==> config.mk <==
export PLATFORM = sky130hd
export DESIGN_NAME = credit_fifo_job_dispatcher
export DESIGN_NICKNAME = d
export VERILOG_FILES = /design/src/hw/rtl/cfjd_pkg.sv /design/src/hw/rtl/cfjd_wait_cell.sv /design/src/hw/rtl/cfjd_run_cell.sv /design/src/hw/rtl/credit_fifo_job_dispatcher.sv
export SDC_FILE = /design/constraint.sdc
export NUM_CORES = 2
export LEC_CHECK = 0
export BUFFER_PORTS_ARGS = -buffer_cell sky130_fd_sc_hd__buf_2
export CORE_ASPECT_RATIO = 2
export CORE_MARGIN = 4
export CORE_UTILIZATION = 50
export DETAILED_ROUTE_END_ITERATION = 7
export HOLD_SLACK_MARGIN = 0.06
export PLACE_DENSITY = 0.69
export SLEW_MARGIN = 30
export SYNTH_ARGS = -nofsm -noshare
export SYNTH_HDL_FRONTEND = slang
export SYNTH_HIERARCHICAL = 1
export SYNTH_SLANG_ARGS = --single-unit
==> constraint.sdc <==
create_clock -name clk -period 11.9 [get_ports clk]
set_input_delay 2.38 -clock clk [delete_from_list [all_inputs] [get_ports clk]]
set_output_delay 2.38 -clock clk [all_outputs]
set_load 0.01 [all_outputs]
==> src/hw/rtl/cfjd_pkg.sv <==
// Shared types, constants and helpers of the job dispatcher.
// No dependencies.
package cfjd_pkg;

	localparam int QUEUE_DEPTH = 16;
	localparam int MAX_CREDITS = 16;
	localparam int ID_BITS     = 32;
	localparam int CRED_W      = 5;
	localparam int CNT_W       = 5;
	localparam int USED_W      = $clog2(MAX_CREDITS * MAX_CREDITS + 1);

	localparam logic [CRED_W-1:0] TOTAL_RESET = CRED_W'(4);
	localparam logic [CNT_W-1:0]  LIMIT_RESET = CNT_W'(16);

	localparam logic [1:0] OP_SUBMIT   = 2'd0;
	localparam logic [1:0] OP_CANCEL   = 2'd1;
	localparam logic [1:0] OP_COMPLETE = 2'd2;
	localparam logic [1:0] OP_SHUTDOWN = 2'd3;

	localparam logic [1:0] OUT_SUCCEEDED = 2'd0;
	localparam logic [1:0] OUT_CANCELLED = 2'd2;

	localparam logic [3:0] EV_QUEUED     = 4'd0;
	localparam logic [3:0] EV_STARTING   = 4'd1;
	localparam logic [3:0] EV_CANCELLED  = 4'd2;
	localparam logic [3:0] EV_CANCELLING = 4'd3;
	localparam logic [3:0] EV_SUCCEEDED  = 4'd4;
	localparam logic [3:0] EV_FAILED     = 4'd5;
	localparam logic [3:0] EV_FULL       = 4'd6;
	localparam logic [3:0] EV_SHUTTING   = 4'd7;
	localparam logic [3:0] EV_NOT_FOUND  = 4'd8;

	localparam logic REG_TOTAL = 1'b0;
	localparam logic REG_LIMIT = 1'b1;

	typedef struct packed {
		logic [ID_BITS-1:0] id;
		logic [CRED_W-1:0]  cred;
	} job_t;

	typedef struct packed {
		logic load;
		logic shift;
	} wcell_ctl_t;

	typedef struct packed {
		logic load;
		logic set_cancel;
		logic clear;
	} rcell_ctl_t;

	typedef struct packed {
		logic valid;
		logic cancel;
		job_t job;
	} rcell_st_t;

	typedef struct packed {
		logic [3:0]         ev;
		logic [ID_BITS-1:0] ref_id;
		logic [CRED_W-1:0]  cred;
		logic [CNT_W-1:0]   pos;
		logic [CRED_W-1:0]  free;
	} res_t;

	function automatic logic [CRED_W-1:0] eff_total(input logic [CRED_W-1:0] v);
		logic [CRED_W-1:0] r;
		r = v;
		if (v == '0) r = CRED_W'(1);
		else if (v > CRED_W'(MAX_CREDITS)) r = CRED_W'(MAX_CREDITS);
		return r;
	endfunction

	function automatic logic [CNT_W-1:0] eff_limit(input logic [CNT_W-1:0] v);
		logic [CNT_W-1:0] r;
		r = v;
		if (v == '0) r = CNT_W'(1);
		else if (v > CNT_W'(QUEUE_DEPTH)) r = CNT_W'(QUEUE_DEPTH);
		return r;
	endfunction

endpackage

==> src/hw/rtl/cfjd_wait_cell.sv <==
// One place of the wait queue: holds a job, takes its right neighbor on shift.
// Depends on cfjd_pkg.
module cfjd_wait_cell (
	input  logic              clk,
	input  cfjd_pkg::wcell_ctl_t ctl,
	input  cfjd_pkg::job_t    load_job,
	input  cfjd_pkg::job_t    next_job,
	input  logic [cfjd_pkg::ID_BITS-1:0] key,
	input  logic              live,
	input  logic              hit_in,
	output cfjd_pkg::job_t    job,
	output logic              hit_here,
	output logic              hit_out
);
	import cfjd_pkg::*;

	job_t job_q;

	always_ff @(posedge clk) begin
		if (ctl.load) begin
			job_q <= load_job;
		end else if (ctl.shift) begin
			job_q <= next_job;
		end
	end

	// first match along the row wins
	assign hit_here = !hit_in && live && (job_q.id == key);
	assign hit_out  = hit_in || hit_here;
	assign job      = job_q;

endmodule

==> src/hw/rtl/cfjd_run_cell.sv <==
// One running slot: job, valid and cancel flags; chained match and free search.
// Depends on cfjd_pkg.
module cfjd_run_cell (
	input  logic              clk,
	input  logic              arst_n,
	input  cfjd_pkg::rcell_ctl_t ctl,
	input  cfjd_pkg::job_t    load_job,
	input  logic [cfjd_pkg::ID_BITS-1:0] key,
	input  logic              hit_in,
	input  logic              free_in,
	output cfjd_pkg::rcell_st_t st,
	output logic              hit_here,
	output logic              hit_out,
	output logic              free_here,
	output logic              free_out
);
	import cfjd_pkg::*;

	logic valid_q;
	logic cancel_q;
	job_t job_q;

	always_ff @(posedge clk or negedge arst_n) begin
		if (!arst_n) begin
			valid_q  <= 1'b0;
			cancel_q <= 1'b0;
		end else if (ctl.load) begin
			valid_q  <= 1'b1;
			cancel_q <= 1'b0;
		end else if (ctl.clear) begin
			valid_q  <= 1'b0;
			cancel_q <= 1'b0;
		end else if (ctl.set_cancel) begin
			cancel_q <= 1'b1;
		end
	end

	always_ff @(posedge clk) begin
		if (ctl.load) begin
			job_q <= load_job;
		end
	end

	assign hit_here  = !hit_in && valid_q && (job_q.id == key);
	assign hit_out   = hit_in || hit_here;
	assign free_here = !free_in && !valid_q;
	assign free_out  = free_in || free_here;
	assign st        = '{valid: valid_q, cancel: cancel_q, job: job_q};

endmodule

==> src/hw/rtl/credit_fifo_job_dispatcher.sv <==
// Top level of the credit FIFO job dispatcher: sequencer, config port, cell rows.
// Depends on cfjd_pkg, cfjd_wait_cell, cfjd_run_cell.
//
// Channel   Handshake              Payload
// command   start / busy           op, job_id, requested_credits, outcome
// result    res_valid (strobe)     event_res, job_ref, granted_credits,
//                                  wait_rank, free_credits, last
// config    APB psel/penable/...   paddr, pwdata, prdata
//
// A command is taken when start is high and busy low; busy stays high until
// the cycle that shows the final result (last=1). A rejected submit, a cancel
// that finds no waiting job, a completion that finds no running job and a
// shutdown with nothing to drain return straight to idle, the last silently.
// Other commands, among them completions that free credits, pass through the
// dispatch or shutdown state, stepping the head of the wait-cell row once a
// cycle. Results come one per cycle with no gaps; the receiver cannot
// stall. Reset is asynchronous: queue empty, no running jobs, pool 4, next id 1.
module credit_fifo_job_dispatcher (
	input  logic        clk,
	input  logic        arst_n,
	input  logic        start,
	output logic        busy,
	input  logic [1:0]  op,
	input  logic [31:0] job_id,
	input  logic [7:0]  requested_credits,
	input  logic [1:0]  outcome,
	output logic        res_valid,
	output logic [3:0]  event_res,
	output logic [31:0] job_ref,
	output logic [4:0]  granted_credits,
	output logic [4:0]  wait_rank,
	output logic [4:0]  free_credits,
	output logic        last,
	input  logic        psel,
	input  logic        penable,
	input  logic        pwrite,
	input  logic [2:0]  paddr,
	input  logic [31:0] pwdata,
	output logic [31:0] prdata,
	output logic        pready
);
	import cfjd_pkg::*;

	typedef enum logic [1:0] {ST_IDLE, ST_EXEC, ST_DISP, ST_SHUT} state_t;

	state_t state_q;

	// latched command
	logic [1:0]         op_q;
	logic [ID_BITS-1:0] key_q;
	logic [7:0]         req_q;
	logic [1:0]         outc_q;

	// scheduler state
	logic [CNT_W-1:0]   count_q;
	logic [CRED_W-1:0]  free_q;
	logic [USED_W-1:0]  used_q;
	logic [ID_BITS-1:0] next_id_q;
	logic               closing_q;
	logic [CRED_W-1:0]  total_q;
	logic [CNT_W-1:0]   limit_q;

	// one result held back until we know whether another follows
	res_t pend_q;
	logic pend_v_q;
	res_t out_q;
	logic res_valid_q;
	logic last_q;

	// cell rows
	wcell_ctl_t wctl [QUEUE_DEPTH];
	job_t       wjob [QUEUE_DEPTH];
	logic [QUEUE_DEPTH-1:0] w_here;
	logic [QUEUE_DEPTH-1:0] w_out;
	logic [QUEUE_DEPTH-1:0] w_live;

	rcell_ctl_t rctl [MAX_CREDITS];
	rcell_st_t  rst_c [MAX_CREDITS];
	logic [MAX_CREDITS-1:0] r_here;
	logic [MAX_CREDITS-1:0] r_out;
	logic [MAX_CREDITS-1:0] f_here;
	logic [MAX_CREDITS-1:0] f_out;

	logic              w_any, r_any, f_any;
	logic [CRED_W-1:0] w_sel_cred;
	logic [CRED_W-1:0] r_sel_cred;
	logic              r_sel_cancel;
	job_t              head;
	job_t              new_job;
	logic [CRED_W-1:0] tot_eff;
	logic [CRED_W-1:0] clamp_c;
	logic              full;
	logic              can_disp;
	logic [CRED_W:0]   comp_sum;
	logic [CRED_W-1:0] comp_free;
	logic [3:0]        comp_ev;
	logic              cfg_wr;
	logic [CRED_W-1:0] wr_total;
	logic [CRED_W-1:0] cfg_free;

	genvar g;
	generate
		for (g = 0; g < QUEUE_DEPTH; g++) begin : g_wait
			assign w_live[g] = count_q > CNT_W'(g);
			cfjd_wait_cell u_cell (
				.clk      (clk),
				.ctl      (wctl[g]),
				.load_job (new_job),
				.next_job ((g == QUEUE_DEPTH - 1) ? job_t'('0) : wjob[(g + 1) % QUEUE_DEPTH]),
				.key      (key_q),
				.live     (w_live[g]),
				.hit_in   ((g == 0) ? 1'b0 : w_out[(g + QUEUE_DEPTH - 1) % QUEUE_DEPTH]),
				.job      (wjob[g]),
				.hit_here (w_here[g]),
				.hit_out  (w_out[g])
			);
		end
		for (g = 0; g < MAX_CREDITS; g++) begin : g_run
			cfjd_run_cell u_cell (
				.clk       (clk),
				.arst_n    (arst_n),
				.ctl       (rctl[g]),
				.load_job  (head),
				.key       (key_q),
				.hit_in    ((g == 0) ? 1'b0 : r_out[(g + MAX_CREDITS - 1) % MAX_CREDITS]),
				.free_in   ((g == 0) ? 1'b0 : f_out[(g + MAX_CREDITS - 1) % MAX_CREDITS]),
				.st        (rst_c[g]),
				.hit_here  (r_here[g]),
				.hit_out   (r_out[g]),
				.free_here (f_here[g]),
				.free_out  (f_out[g])
			);
		end
	endgenerate

	assign w_any = w_out[QUEUE_DEPTH-1];
	assign r_any = r_out[MAX_CREDITS-1];
	assign f_any = f_out[MAX_CREDITS-1];
	assign head  = wjob[0];

	// fields of the matched cells (at most one hit per row)
	always_comb begin
		w_sel_cred   = '0;
		r_sel_cred   = '0;
		r_sel_cancel = 1'b0;
		for (int i = 0; i < QUEUE_DEPTH; i++) begin
			if (w_here[i]) w_sel_cred = w_sel_cred | wjob[i].cred;
		end
		for (int i = 0; i < MAX_CREDITS; i++) begin
			if (r_here[i]) begin
				r_sel_cred   = r_sel_cred | rst_c[i].job.cred;
				r_sel_cancel = r_sel_cancel | rst_c[i].cancel;
			end
		end
	end

	// submit clamp and queue checks
	assign tot_eff = eff_total(total_q);
	always_comb begin
		if (req_q == 8'd0) clamp_c = CRED_W'(1);
		else if (req_q > {3'b000, tot_eff}) clamp_c = tot_eff;
		else clamp_c = req_q[CRED_W-1:0];
	end
	assign full    = (count_q >= eff_limit(limit_q)) || (count_q >= CNT_W'(QUEUE_DEPTH));
	assign new_job = '{id: next_id_q, cred: clamp_c};

	assign can_disp = !closing_q && (count_q != '0) && (head.cred <= free_q) && f_any;

	// completion: return credits, saturate at the pool size
	assign comp_sum  = {1'b0, free_q} + {1'b0, r_sel_cred};
	assign comp_free = (comp_sum > {1'b0, tot_eff}) ? tot_eff : comp_sum[CRED_W-1:0];
	always_comb begin
		if (outc_q == OUT_SUCCEEDED) comp_ev = r_sel_cancel ? EV_CANCELLED : EV_SUCCEEDED;
		else if (outc_q == OUT_CANCELLED) comp_ev = EV_CANCELLED;
		else comp_ev = EV_FAILED;
	end

	// pool resize: what is not held by running jobs
	assign cfg_wr   = psel && penable && pwrite && pready;
	assign wr_total = eff_total(pwdata[CRED_W-1:0]);
	assign cfg_free = (used_q >= USED_W'(wr_total)) ? '0
		: CRED_W'(USED_W'(wr_total) - used_q);

	// cell commands
	always_comb begin
		for (int i = 0; i < QUEUE_DEPTH; i++) wctl[i] = '0;
		for (int i = 0; i < MAX_CREDITS; i++) rctl[i] = '0;
		unique case (state_q)
			ST_EXEC: begin
				case (op_q)
					OP_SUBMIT: begin
						if (!closing_q && !full) begin
							for (int i = 0; i < QUEUE_DEPTH; i++)
								wctl[i].load = (count_q == CNT_W'(i));
						end
					end
					OP_CANCEL: begin
						if (w_any) begin
							for (int i = 0; i < QUEUE_DEPTH; i++) wctl[i].shift = w_out[i];
						end else begin
							for (int i = 0; i < MAX_CREDITS; i++) rctl[i].set_cancel = r_here[i];
						end
					end
					OP_COMPLETE: begin
						for (int i = 0; i < MAX_CREDITS; i++) rctl[i].clear = r_here[i];
					end
					default: ;
				endcase
			end
			ST_DISP: begin
				if (can_disp) begin
					for (int i = 0; i < QUEUE_DEPTH; i++) wctl[i].shift = 1'b1;
					for (int i = 0; i < MAX_CREDITS; i++) rctl[i].load = f_here[i];
				end
			end
			ST_SHUT: begin
				if (count_q != '0) begin
					for (int i = 0; i < QUEUE_DEPTH; i++) wctl[i].shift = 1'b1;
				end
			end
			default: ;
		endcase
	end

	always_ff @(posedge clk or negedge arst_n) begin
		if (!arst_n) begin
			state_q     <= ST_IDLE;
			res_valid_q <= 1'b0;
			last_q      <= 1'b0;
			pend_v_q    <= 1'b0;
			count_q     <= '0;
			free_q      <= eff_total(TOTAL_RESET);
			used_q      <= '0;
			next_id_q   <= ID_BITS'(1);
			closing_q   <= 1'b0;
			total_q     <= TOTAL_RESET;
			limit_q     <= LIMIT_RESET;
		end else begin
			res_valid_q <= 1'b0;
			last_q      <= 1'b0;
			unique case (state_q)
				ST_IDLE: begin
					if (start) begin
						op_q    <= op;
						key_q   <= job_id;
						req_q   <= requested_credits;
						outc_q  <= outcome;
						state_q <= ST_EXEC;
					end
				end
				ST_EXEC: begin
					case (op_q)
						OP_SUBMIT: begin
							if (closing_q || full) begin
								out_q       <= '{ev: closing_q ? EV_SHUTTING : EV_FULL,
									ref_id: '0, cred: clamp_c, pos: '0, free: free_q};
								res_valid_q <= 1'b1;
								last_q      <= 1'b1;
								state_q     <= ST_IDLE;
							end else begin
								next_id_q <= next_id_q + ID_BITS'(1);
								count_q   <= count_q + CNT_W'(1);
								pend_q    <= '{ev: EV_QUEUED, ref_id: next_id_q, cred: clamp_c,
									pos: count_q + CNT_W'(1), free: free_q};
								pend_v_q  <= 1'b1;
								state_q   <= ST_DISP;
							end
						end
						OP_CANCEL: begin
							if (w_any) begin
								count_q  <= count_q - CNT_W'(1);
								pend_q   <= '{ev: EV_CANCELLED, ref_id: key_q, cred: w_sel_cred,
									pos: '0, free: free_q};
								pend_v_q <= 1'b1;
								state_q  <= ST_DISP;
							end else begin
								out_q       <= '{ev: r_any ? EV_CANCELLING : EV_NOT_FOUND,
									ref_id: key_q, cred: r_sel_cred, pos: '0, free: free_q};
								res_valid_q <= 1'b1;
								last_q      <= 1'b1;
								state_q     <= ST_IDLE;
							end
						end
						OP_COMPLETE: begin
							if (r_any) begin
								free_q   <= comp_free;
								used_q   <= used_q - USED_W'(r_sel_cred);
								pend_q   <= '{ev: comp_ev, ref_id: key_q, cred: r_sel_cred,
									pos: '0, free: comp_free};
								pend_v_q <= 1'b1;
								state_q  <= ST_DISP;
							end else begin
								out_q       <= '{ev: EV_NOT_FOUND, ref_id: key_q, cred: '0,
									pos: '0, free: free_q};
								res_valid_q <= 1'b1;
								last_q      <= 1'b1;
								state_q     <= ST_IDLE;
							end
						end
						default: begin
							// shutdown: drain the queue once, later ones are silent
							if (!closing_q && count_q != '0) begin
								state_q <= ST_SHUT;
							end else begin
								state_q <= ST_IDLE;
							end
							closing_q <= 1'b1;
						end
					endcase
				end
				ST_DISP: begin
					res_valid_q <= 1'b1;
					out_q       <= pend_q;
					if (can_disp) begin
						free_q  <= free_q - head.cred;
						used_q  <= used_q + USED_W'(head.cred);
						count_q <= count_q - CNT_W'(1);
						pend_q  <= '{ev: EV_STARTING, ref_id: head.id, cred: head.cred,
							pos: '0, free: free_q - head.cred};
					end else begin
						last_q   <= 1'b1;
						pend_v_q <= 1'b0;
						state_q  <= ST_IDLE;
					end
				end
				ST_SHUT: begin
					if (count_q != '0) begin
						res_valid_q <= pend_v_q;
						out_q       <= pend_q;
						count_q     <= count_q - CNT_W'(1);
						pend_q      <= '{ev: EV_CANCELLED, ref_id: head.id, cred: head.cred,
							pos: '0, free: free_q};
						pend_v_q    <= 1'b1;
					end else begin
						res_valid_q <= 1'b1;
						out_q       <= pend_q;
						last_q      <= 1'b1;
						pend_v_q    <= 1'b0;
						state_q     <= ST_IDLE;
					end
				end
				default: state_q <= ST_IDLE;
			endcase

			// config writes are to arrive only while idle; the block itself does not enforce it
			if (cfg_wr) begin
				unique case (paddr[2])
					REG_TOTAL: begin
						total_q <= pwdata[CRED_W-1:0];
						free_q  <= cfg_free;
					end
					REG_LIMIT: limit_q <= pwdata[CNT_W-1:0];
					default: ;
				endcase
			end
		end
	end

	assign busy            = (state_q != ST_IDLE);
	assign res_valid       = res_valid_q;
	assign event_res       = out_q.ev;
	assign job_ref         = out_q.ref_id;
	assign granted_credits = out_q.cred;
	assign wait_rank       = out_q.pos;
	assign free_credits    = out_q.free;
	assign last            = last_q;
	assign pready          = 1'b1;
	assign prdata          = (paddr[2] == REG_LIMIT) ? {27'd0, limit_q} : {27'd0, total_q};

endmodule

==> summary.md <==
| Metric | Value |
|---|---|
| CTS Buf Count | 120 |
| DR vias | 44.10k |
| Placed Cells incl. Taps | 6937 |
| CTS root buf | clkbuf_16 |
| CTS tree | built |
| Violated checks | negative setup slack |
| Die X | 271.9 um |
| First-pass GRT wire length | 311000 um |
| Sw Pwr | 0.003952 W |
| DP Wirelength | 153300 um |
| Worst hold path type | reg -> reg |
| Antenna violations before repair | 4 |
| Fraction of layout cells with a size suffix above 1 | 32.61% |
| Final worst slack | -1487 ps |
| Max frequency | 74.70 MHz |
| Final hold violations | 0 |
| Most common cell on crit path | nand4_1 |
| Max Cap Viol | 0 |
| Largest stage delay, worst path | 420 ps |
| Later-pin clock latency in the skew report | 780 ps |
| Least-Margin Pin Slew | 1062 ps |
| CP Launch Type | flip-flop |
| Die area | 145600 sq um |
| Switch share | 29.76% |
| Area Growth Syn to Fin | 17.43% |
| RSZ-0062 raised after global routing | yes |
| Post-CTS Hold Buffers | 0 |
| Nets | 5561 |
| Total wire length | 221800 um |
| Pre-CTS setup slack | -1155 ps |
| Layout Utilization | 59.08% |
| Syn Std Cell Area | 69620 sq um |
| PwrDens | 162.4 nW/um^2 |
| Gate power share | 22.1% |
| Slew HR | 29.18% |
| Critical Path AT | 13880 ps |
| Worst Setup End Kind | flip-flop |
| Drt wl/cell | 30.11 um |
| Fill cells | 10.62k |
| Layout Cells excl Fill | 7367 |
| CTS Sinks | 1428 |
| Period utilisation layout | 112.5% |
| WS Path Type | reg -> reg |
| FF-to-FF setup slack | -1490 ps |
| Reg-to-Reg Start | key_q[9]$_DFFE_PP_ |
| Largest net degree at the start of global routing | 69 |
| CORE AREA | 138400 sq um |
| Critical Path Source | key_q[9]$_DFFE_PP_ |
| Vias per cell | 5.986 |
| Setup TNS | -420920 ps |
| Avg Inst Size Synth | 14.79 sq um |
| Peak fanout along the critical path | 8 |
| GPL Wtd Cong | 0.9485 |
| Slowest cell on crit path | edfxtp_1 |
| Final setup fails | 742 |
| Outcome | finished, violations left |
| Row count | 193 |
| TritonRoute pass-1 iters | 6 |
| Num ports | 172 |
| Final Skew | 58.14 ps |
| Clock power share | 30.6% |
| Yosys warns | 6 |
| Slew Limit Fails | 0 |
| Clk slew on worst S/H paths | 70 ps |
| Reg2reg path depth | 84 |
| Critical Path RT | 12390 ps |
| Min Clock Period, post-route | 13390 ps |
| Gr usage total | 29.65% |
| Fin Hold WS | 494.3 ps |
| FF-to-FF End | pend_q[4]$_DFFE_PP_ |
| Number of global-route vias before repair | 45.54k |
| Pint | 0.009325 W |
| Port Buffer Count | 114 |
| Final ANT Viol Nets | 0 |
| Mapped Cells | 4707 |
| Crit path to | pend_q[4]$_DFFE_PP_ |
| Max IR drop VDD | 123.2 uV |
| Chip height | 535.7 um |
| Global route total overflow | 0 |
| Clk buf depth | 3 |
| H-tree depth | 3 |
| Pleak | 28.91 nW |
| Initial core utilization | 50.31% |
| 1st-iter DRT viols | 3957 |
| Sequential fraction of design power | 47.3% |
| Drc violations | 0 |
[registers in the layout, summed over array words and instances (netlist names), 2 cells and up]
register	count
count_q	5
event_res	4
free_credits	5
free_q	5
g_run.u_cell/cancel_q	16
g_run.u_cell/st	592
g_run.u_cell/valid_q	16
g_wait.u_cell/job	592
granted_credits	5
job_ref	32
key_q	32
limit_q	5
next_id_q	32
op_q	2
outc_q	2
pend_q	50
req_q	8
state_q	2
total_q	5
used_q	9
wait_rank	5
[power groups by stage]
stage,Combinational [W],Clock [W],Sequential (W)
2_1_floorplan,0.00146,0,0.00649
3_3_place_gp,0.00266,0,0.00637
3_5_place_dp,0.00271,0,0.00638
5_1_grt,0.00310,0.00429,0.00631
6_report,0.00294,0.00406,0.00628
4_1_cts,0.00279,0.00409,0.00628
[repair_timing]
action | in CTS | in global routing
resized for setup | 78 | 123
setup buffers | 159 | 54
setup endpoints to repair | 739 | 752
pin swaps | 27 | 46
gates cloned | 0 | 6
[metal layers]
metal | part of all wire [%] | GRT usage [%]
met3 | 5.4 | 3.959
met1 | 31 | 28.67
met4 | 11 | 25.36
met2 | 53 | 54.95
met5 | 0.0072 | 0
[how the worst min path moves through the flow]
stage | start | end | slack (ps) | cells after the start
floorplan | used_q[8]$_DFFE_PN0P_ | used_q[8]$_DFFE_PN0P_ | 450 | 1
global placement | used_q[8]$_DFFE_PN0P_ | used_q[8]$_DFFE_PN0P_ | 480 | 1
detailed placement | used_q[8]$_DFFE_PN0P_ | used_q[8]$_DFFE_PN0P_ | 480 | 1
CTS | used_q[8]$_DFFE_PN0P_ | used_q[8]$_DFFE_PN0P_ | 490 | 1
global route | used_q[8]$_DFFE_PN0P_ | used_q[8]$_DFFE_PN0P_ | 510 | 1
finish | used_q[8]$_DFFE_PN0P_ | used_q[8]$_DFFE_PN0P_ | 490 | 1
[placed cells by master (no fill, tap or decap), types with 23 or more instances in the layout]
master        n
clkinv_1     23
clkbuf_1     27
inv_1        89
buf_4       481
a22o_1       72
mux2_2      604
clkinv_2     23
o31ai_2      23
a221o_1      32
xor2_1      911
conb_1       69
buf_2       114
a21o_1       25
buf_12       35
xnor2_1     166
nor4_1       94
ha_1         50
and2_1       25
nand3_1      58
nor2_1       87
clkbuf_16   125
edfxtp_1   1329
nand2_1     106
nor4_2      133
nor3b_1      32
and3_4       30
nor3_1       59
o21ai_0      49
nand2b_1     24
dfrtp_1      86
nand4_1      73
and3_1       48
a221oi_1     32
buf_6        37
a21oi_1      29
[final cells by class]
class / count / area [sq um] / area share, %
clock buffers: 147 / 3104 / 3.797
flip-flops and latches: 1428 / 42400 / 51.87
inverters: 98 / 372.9 / 0.4561
multi-input cells: 3081 / 27070 / 33.11
repair buffers: 684 / 5622 / 6.877
diodes: 1 / 2.502 / 0.003061
well taps: 1852 / 2317 / 2.835
clock inverters: 76 / 860.8 / 1.053
[per-stage QoR]
step | total power (W) | cell area, sq um
finish | 0.01328 | 81750
global route | 0.01369 | 81750
CTS | 0.01316 | 80710
detailed placement | 0.009094 | 75220
global placement | 0.009034 | 75100
floorplan | 0.007948 | 69900
[critical path: cells and delay by family (launching register included)]
kind	cells	cell delay [ps]
AO/OA/AOI/OAI	21	3420
XOR/XNOR	2	350
adder cells (fa/ha/maj)	3	790
buffers and inverters	25	2530
flip-flops	1	420
multiplexers	1	210
AND/OR/NAND/NOR	32	5350
No activity file was read; power rests on OpenSTA's default activity.
